**config.mk**
```make
export PLATFORM = sky130hd
export DESIGN_NAME = cse_ram
export DESIGN_NICKNAME = d
export VERILOG_FILES = /design/src/assert_macros.svh /design/src/cse_ram.sv
export SDC_FILE = /design/constraint.sdc
export NUM_CORES = 2
export LEC_CHECK = 0
export BUFFER_PORTS_ARGS = -buffer_cell sky130_fd_sc_hd__buf_4
export CORE_UTILIZATION = 25
export CTS_CLUSTER_DIAMETER = 80
export DETAILED_ROUTE_END_ITERATION = 10
export PLACE_DENSITY = 0.42
export SYNTH_ARGS = -nofsm -noshare
export SYNTH_HDL_FRONTEND = slang
export SYNTH_SLANG_ARGS = --single-unit
```
**constraint.sdc**
```tcl
create_clock -name clk -period 8.4 [get_ports clk]
set_clock_uncertainty 0.05 [all_clocks]
set_input_delay 1.68 -clock clk [delete_from_list [all_inputs] [get_ports clk]]
set_output_delay 1.68 -clock clk [all_outputs]
set_load 0.01 [all_outputs]
```
**src/assert_macros.svh**
```systemverilog
// Assertion macros used by cse_core. Each expects clk and rst in scope.
`ifndef ASSERT_MACROS_SVH
`define ASSERT_MACROS_SVH

`define ASSERT_ALWAYS(label, expr) \
  label: assert property (@(posedge clk) disable iff (rst) (expr)) \
    else $error("assertion failed");

`define ASSERT_IMPLIES(label, ante, cons) \
  label: assert property (@(posedge clk) disable iff (rst) (ante) |-> (cons)) \
    else $error("assertion failed");

`define ASSERT_NEXT(label, ante, cons) \
  label: assert property (@(posedge clk) disable iff (rst) (ante) |=> (cons)) \
    else $error("assertion failed");

`endif

```
**src/cse_ram.sv**
```systemverilog
`default_nettype none

module cse_ram #(
  parameter int WIDTH = 8,
  parameter int DEPTH = 256
) (
  input  wire logic                     clk,
  input  wire logic                     we,
  input  wire logic [$clog2(DEPTH)-1:0] addr,
  input  wire logic [WIDTH-1:0]         wdata,
  output logic      [WIDTH-1:0]         rdata
);

  logic [WIDTH-1:0] mem [DEPTH];

  always_ff @(posedge clk) begin
    if (we) begin
      mem[addr] <= wdata;
    end
    rdata <= mem[addr];
  end

endmodule

`default_nettype wire

```
After elaboration in Yosys (flattened, before gate mapping):

Memory sizes are Yosys's and may differ from the RTL's. A register that Yosys moved wholly into a read port is not among the register bits.
Cells that the tools add are included.

* memory bits (writable): 2048
* memories: 1
* input bits: 18
* bits in registers: 0
* output and inout bits: 8

Memories
* mem: depth 256, width 8, rd ports 1, clocked after memory_dff 1, write ports 1, RTL line cse_ram.sv:14 `logic [WIDTH-1:0] mem [DEPTH];`

* mux-type cells: 2

Operator list (number)
* 1-bit two-way mux: 2

Longest topological paths before layout:

* depth after elaboration: 2
* gate-level depth with buffers: 10
* depth with buffers taken out: 5

Worst setup path before layout:

No wires, ideal clock.

* path type: input to register
* start point: input port addr[1]
* end point: memory mem[111][0] (enable)
* setup slack: 4.451 ns
* data arrival time: 3.529 ns
* required time: 7.980 ns
* buffers on the path: 5
* stages: 9
* cells stage by stage: buf_2 clkbuf_1 clkbuf_1 nand2_1 buf_2 nor2_1 nand2_1 clkbuf_1 nor2_1

RTL lines
* from (decl): RTL line cse_ram.sv:9 `input wire logic [$clog2(DEPTH)-1:0] addr,`
* to (decl): RTL line cse_ram.sv:14

Straight into the memory's write port.

==> results list <==
- Total CTS buffers: 217
- Area of the multi-input gates: 15900 um^2
* Core box area: 312000 um^2
- Number of I/O port buffers: 25
- Kind of capture point of the worst setup path: flop
- The worst setup path is launched from an input port.
* Shortest clock period the worst path allows after layout: 5.52 ns
- Buffers inserted to repair hold after CTS numbered 0.
- Post-route cell area: 91000 um^2
- Post-synthesis net count: 3565
* Total of endpoints with negative setup slack in the final report: 0
- The final-report hold violation count is 0.
* DR vias/cell: 4.59
- In the post-synthesis netlist, the biggest area contributors are sky130_fd_sc_hd__edfxtp_1 (78%), sky130_fd_sc_hd__mux4_2 (15%), sky130_fd_sc_hd__a22oi_1 (2.4%).
* Floorplan die area: 316000 um^2
- For the worst-skew pair, the clock arrives at the later sink with an insertion delay of 0.87 ns.
- Leading cell types by count after synthesis: sky130_fd_sc_hd__edfxtp_1 (2048), sky130_fd_sc_hd__mux4_2 (512), sky130_fd_sc_hd__a22oi_1 (256)
- The root buffer cell chosen for the clock tree is sky130_fd_sc_hd__clkbuf_16.
* Post-cts repair resize count: 0
* Power density over the cells: 239 nW/um^2
- For met3 alone, demand over resource in global routing was 0.0196.
- Grt met2 use: 0.227
* Top cell type's share of synthesized area: 0.783
* Routed wire length: 218000 um
* Fraction of power consumed by the clock network: 0.434
- Max capacitance violation total: 0
- A synthesized cell averages 22.1 um^2.
- Of the total power, combinational logic draws 0.045.
- The number of global-route vias before repair is 38.6k.
* Maximum level of the CTS H-tree: 4
* CTS tree: built
- Measured on the finished design, the core utilization comes to 0.291.
- Register area: 61700 um^2
- Transition time at the pin with the least slew margin: 1.39 ns
- After clock tree synthesis, the clock-pin slew on the worst setup and hold paths is 0.06 ns.
* Layout cell share with drive strength beyond 1: 0.256
* Maximum root-to-sink buffer count: 3
* Switching power share of the total: 0.217
- In the finished design, the share of the clock period the worst path needs comes to 0.657.
- For the final routed database, the setup TNS stands at 0 ns.
* Data required time of the critical path: 9.03 ns
- met2 is the most crowded layer.
* Final worst hold slack: 0.901 ns
- In this run the worst path has a maximum fanout of 86.
* Flop pwr share: 0.522
- Total routing resource utilization after global routing: 0.137
- Number of detailed-routing iterations run before antenna repair: 5
* Die Span X: 562 um
- Net load switching power: 4.72 mW
- Pin count of the biggest net entering global routing: 180
- The first global-routing pass estimated 307000 um of wire.
- Run status: complete, no violations
- Internal Power: 17.0 mW
- The Yosys step of the flow raised 0 warnings.
- Library cell with the largest summed area after synthesis: sky130_fd_sc_hd__edfxtp_1
- Final Total Pwr: 21.7 mW
- 1st-iter DRT viols: 3408
- Headroom to the max-slew limit came out at 0.0582.
- The number of max-slew violations in the final report is 0.
- The final layout contains 3700 nets.
* Total I/O pin count: 26
- Routability-driven placement finished with a final weighted congestion of 0.739.
* Portion of the post-synthesis area used by sequential elements: 0.786
- Summed over all layers, the global routing overflow is 0.
- Top-count cell post-synth: sky130_fd_sc_hd__edfxtp_1
- Synth unique cells: 22
- Counting flops with an async set or reset pin after synthesis yields a share of 0.
- Number of antenna violations at the first check in global routing: 6
- For this run, design rule violations remaining after detail routing come to 0.
* Fmax: 181 MHz
* FF+latch count, synth: 2056
- Number of flops mapped to enable cells by yosys: 2048
* Buffers inserted by post-CTS timing repair: 0
- The tree built by TritonCTS fans out to 2056 sinks.
* WS Path Type: input port to flop
- The HPWL after detailed placement is 125000 um.
- For this configuration, the core starts out at a cell density of 0.251.
- VDD sags by at most 161 uV.
* Via Count: 36.7k
- In the global route stage, met1 resource usage came out at 0.188.
* RSZ-0062 raised after global routing: false
* Detailed-route wire length per cell: 27.3 um
- Hold Path Class: flop to flop
- Vert. Die Dim: 562 um
- Synthesis produced a netlist whose cell count is 3547.
- Leakage power total: 26.9 nW
- The floorplan has 205 rows.
- Most used flip-flop cell after synthesis: sky130_fd_sc_hd__edfxtp_1
* Synth-to-Final Area Change: 15.9%
- In this run the remaining antenna-violating nets after routing total 0.
- Fill cells: 30.3k
- STA puts the critical path data arrival time at 6.15 ns.
- Summing every instance area after synthesis gives 78500 um^2.
- Instance area after placement: 84000 um^2
per-stage QoR:
step | instances | setup slack, ns
2_1_floorplan | 3547 | 4.45
3_3_place_gp | 7601 | 1.60
3_5_place_dp | 7603 | 1.99
4_1_cts | 8006 | 2.92
5_1_grt | 8007 | 2.84
6_report | 8008 | 2.88
layout make-up:
| class | count | area share |
|---|---|---|
| clock buffers | 276 | 0.0640 |
| diodes | 2 | 0.0000550 |
| flip-flops and latches | 2056 | 0.678 |
| repair buffers | 148 | 0.0145 |
| inverters | 1 | 0.0000413 |
| multi-input cells | 1258 | 0.174 |
| well taps | 4140 | 0.0569 |
| clock inverters | 127 | 0.0124 |
state kept, by name, summed over array words and instances (netlist names):
name   cells
mem     2048
rdata      8
worst max-delay path: stages:
cell and delay, ns:
sky130_fd_sc_hd__buf_8 0.31, sky130_fd_sc_hd__buf_12 0.66, sky130_fd_sc_hd__buf_4 0.62, sky130_fd_sc_hd__mux4_2 0.62, sky130_fd_sc_hd__a22oi_1 0.59, sky130_fd_sc_hd__a21oi_1 0.18, sky130_fd_sc_hd__o41ai_1 1.12, sky130_fd_sc_hd__nand4_1 0.24
power by group through the flow:
stage,logic [mW],registers (mW),clock network (mW)
2_1_floorplan,0.502,11.5,0
3_3_place_gp,1.00,11.6,0
3_5_place_dp,1.00,11.6,0
4_1_cts,1.00,11.3,9.65
5_1_grt,1.04,11.3,10.0
6_report,0.973,11.3,9.42
cell usage in the layout, fill, tap and decap left out, types with 3 or more instances in the layout:
| cell | netlist | layout |
|---|---|---|
| sky130_fd_sc_hd__o41ai_2 | 0 | 7 |
| sky130_fd_sc_hd__nand3_1 | 13 | 7 |
| sky130_fd_sc_hd__buf_4 | 16 | 127 |
| sky130_fd_sc_hd__clkinv_1 | 0 | 48 |
| sky130_fd_sc_hd__inv_6 | 0 | 3 |
| sky130_fd_sc_hd__nand4_1 | 8 | 8 |
| sky130_fd_sc_hd__nor2b_1 | 7 | 3 |
| sky130_fd_sc_hd__bufinv_16 | 0 | 16 |
| sky130_fd_sc_hd__nand3_2 | 0 | 6 |
| sky130_fd_sc_hd__buf_8 | 0 | 10 |
| sky130_fd_sc_hd__a22oi_1 | 256 | 256 |
| sky130_fd_sc_hd__nand2_1 | 28 | 27 |
| sky130_fd_sc_hd__dfxtp_1 | 8 | 8 |
| sky130_fd_sc_hd__mux4_2 | 512 | 512 |
| sky130_fd_sc_hd__nor2_1 | 232 | 231 |
| sky130_fd_sc_hd__clkinvlp_4 | 0 | 5 |
| sky130_fd_sc_hd__clkinv_2 | 0 | 45 |
| sky130_fd_sc_hd__buf_12 | 0 | 10 |
| sky130_fd_sc_hd__clkbuf_1 | 145 | 48 |
| sky130_fd_sc_hd__nor3_1 | 30 | 30 |
| sky130_fd_sc_hd__clkbuf_8 | 0 | 6 |
| sky130_fd_sc_hd__edfxtp_1 | 2048 | 2048 |
| sky130_fd_sc_hd__o41ai_1 | 32 | 25 |
| sky130_fd_sc_hd__clkinv_8 | 0 | 5 |
| sky130_fd_sc_hd__nand2b_1 | 6 | 4 |
| sky130_fd_sc_hd__a21oi_1 | 128 | 128 |
| sky130_fd_sc_hd__clkbuf_16 | 0 | 222 |
final timing paths:
kind	startpoint	end	slack [ns]	cells past startpoint
setup / recovery	addr[0]	rdata[4]	2.88	8
hold / removal	mem[2][0]	rdata[0]	0.90	5
setup reg to reg	mem[23][4]	rdata[4]	5.16	5
hold reg to reg	mem[2][0]	rdata[0]	0.90	5
layer usage:
metal | vias to the layer above | wire length, um | part of all wire
li1 | 15381 | - | -
met1 | 20208 | 97400 | 0.45
met2 | 870 | 107000 | 0.49
met3 | 260 | 9120 | 0.042
met4 | 0 | 4590 | 0.021
met5 | - | 0 | 0
kinds of logic (layout without fill, tap and decap cells):
kind of cell    Yosys count  count (layout)  synth area share
simple gates            330             330            0.0173
buf+inv                 233             552            0.0140
mux                     512             512             0.147
other cells               0               2                 0
flops                  2056            2056             0.786
compound gates          416             416            0.0362
No activity file was read; power rests on OpenSTA's default activity.
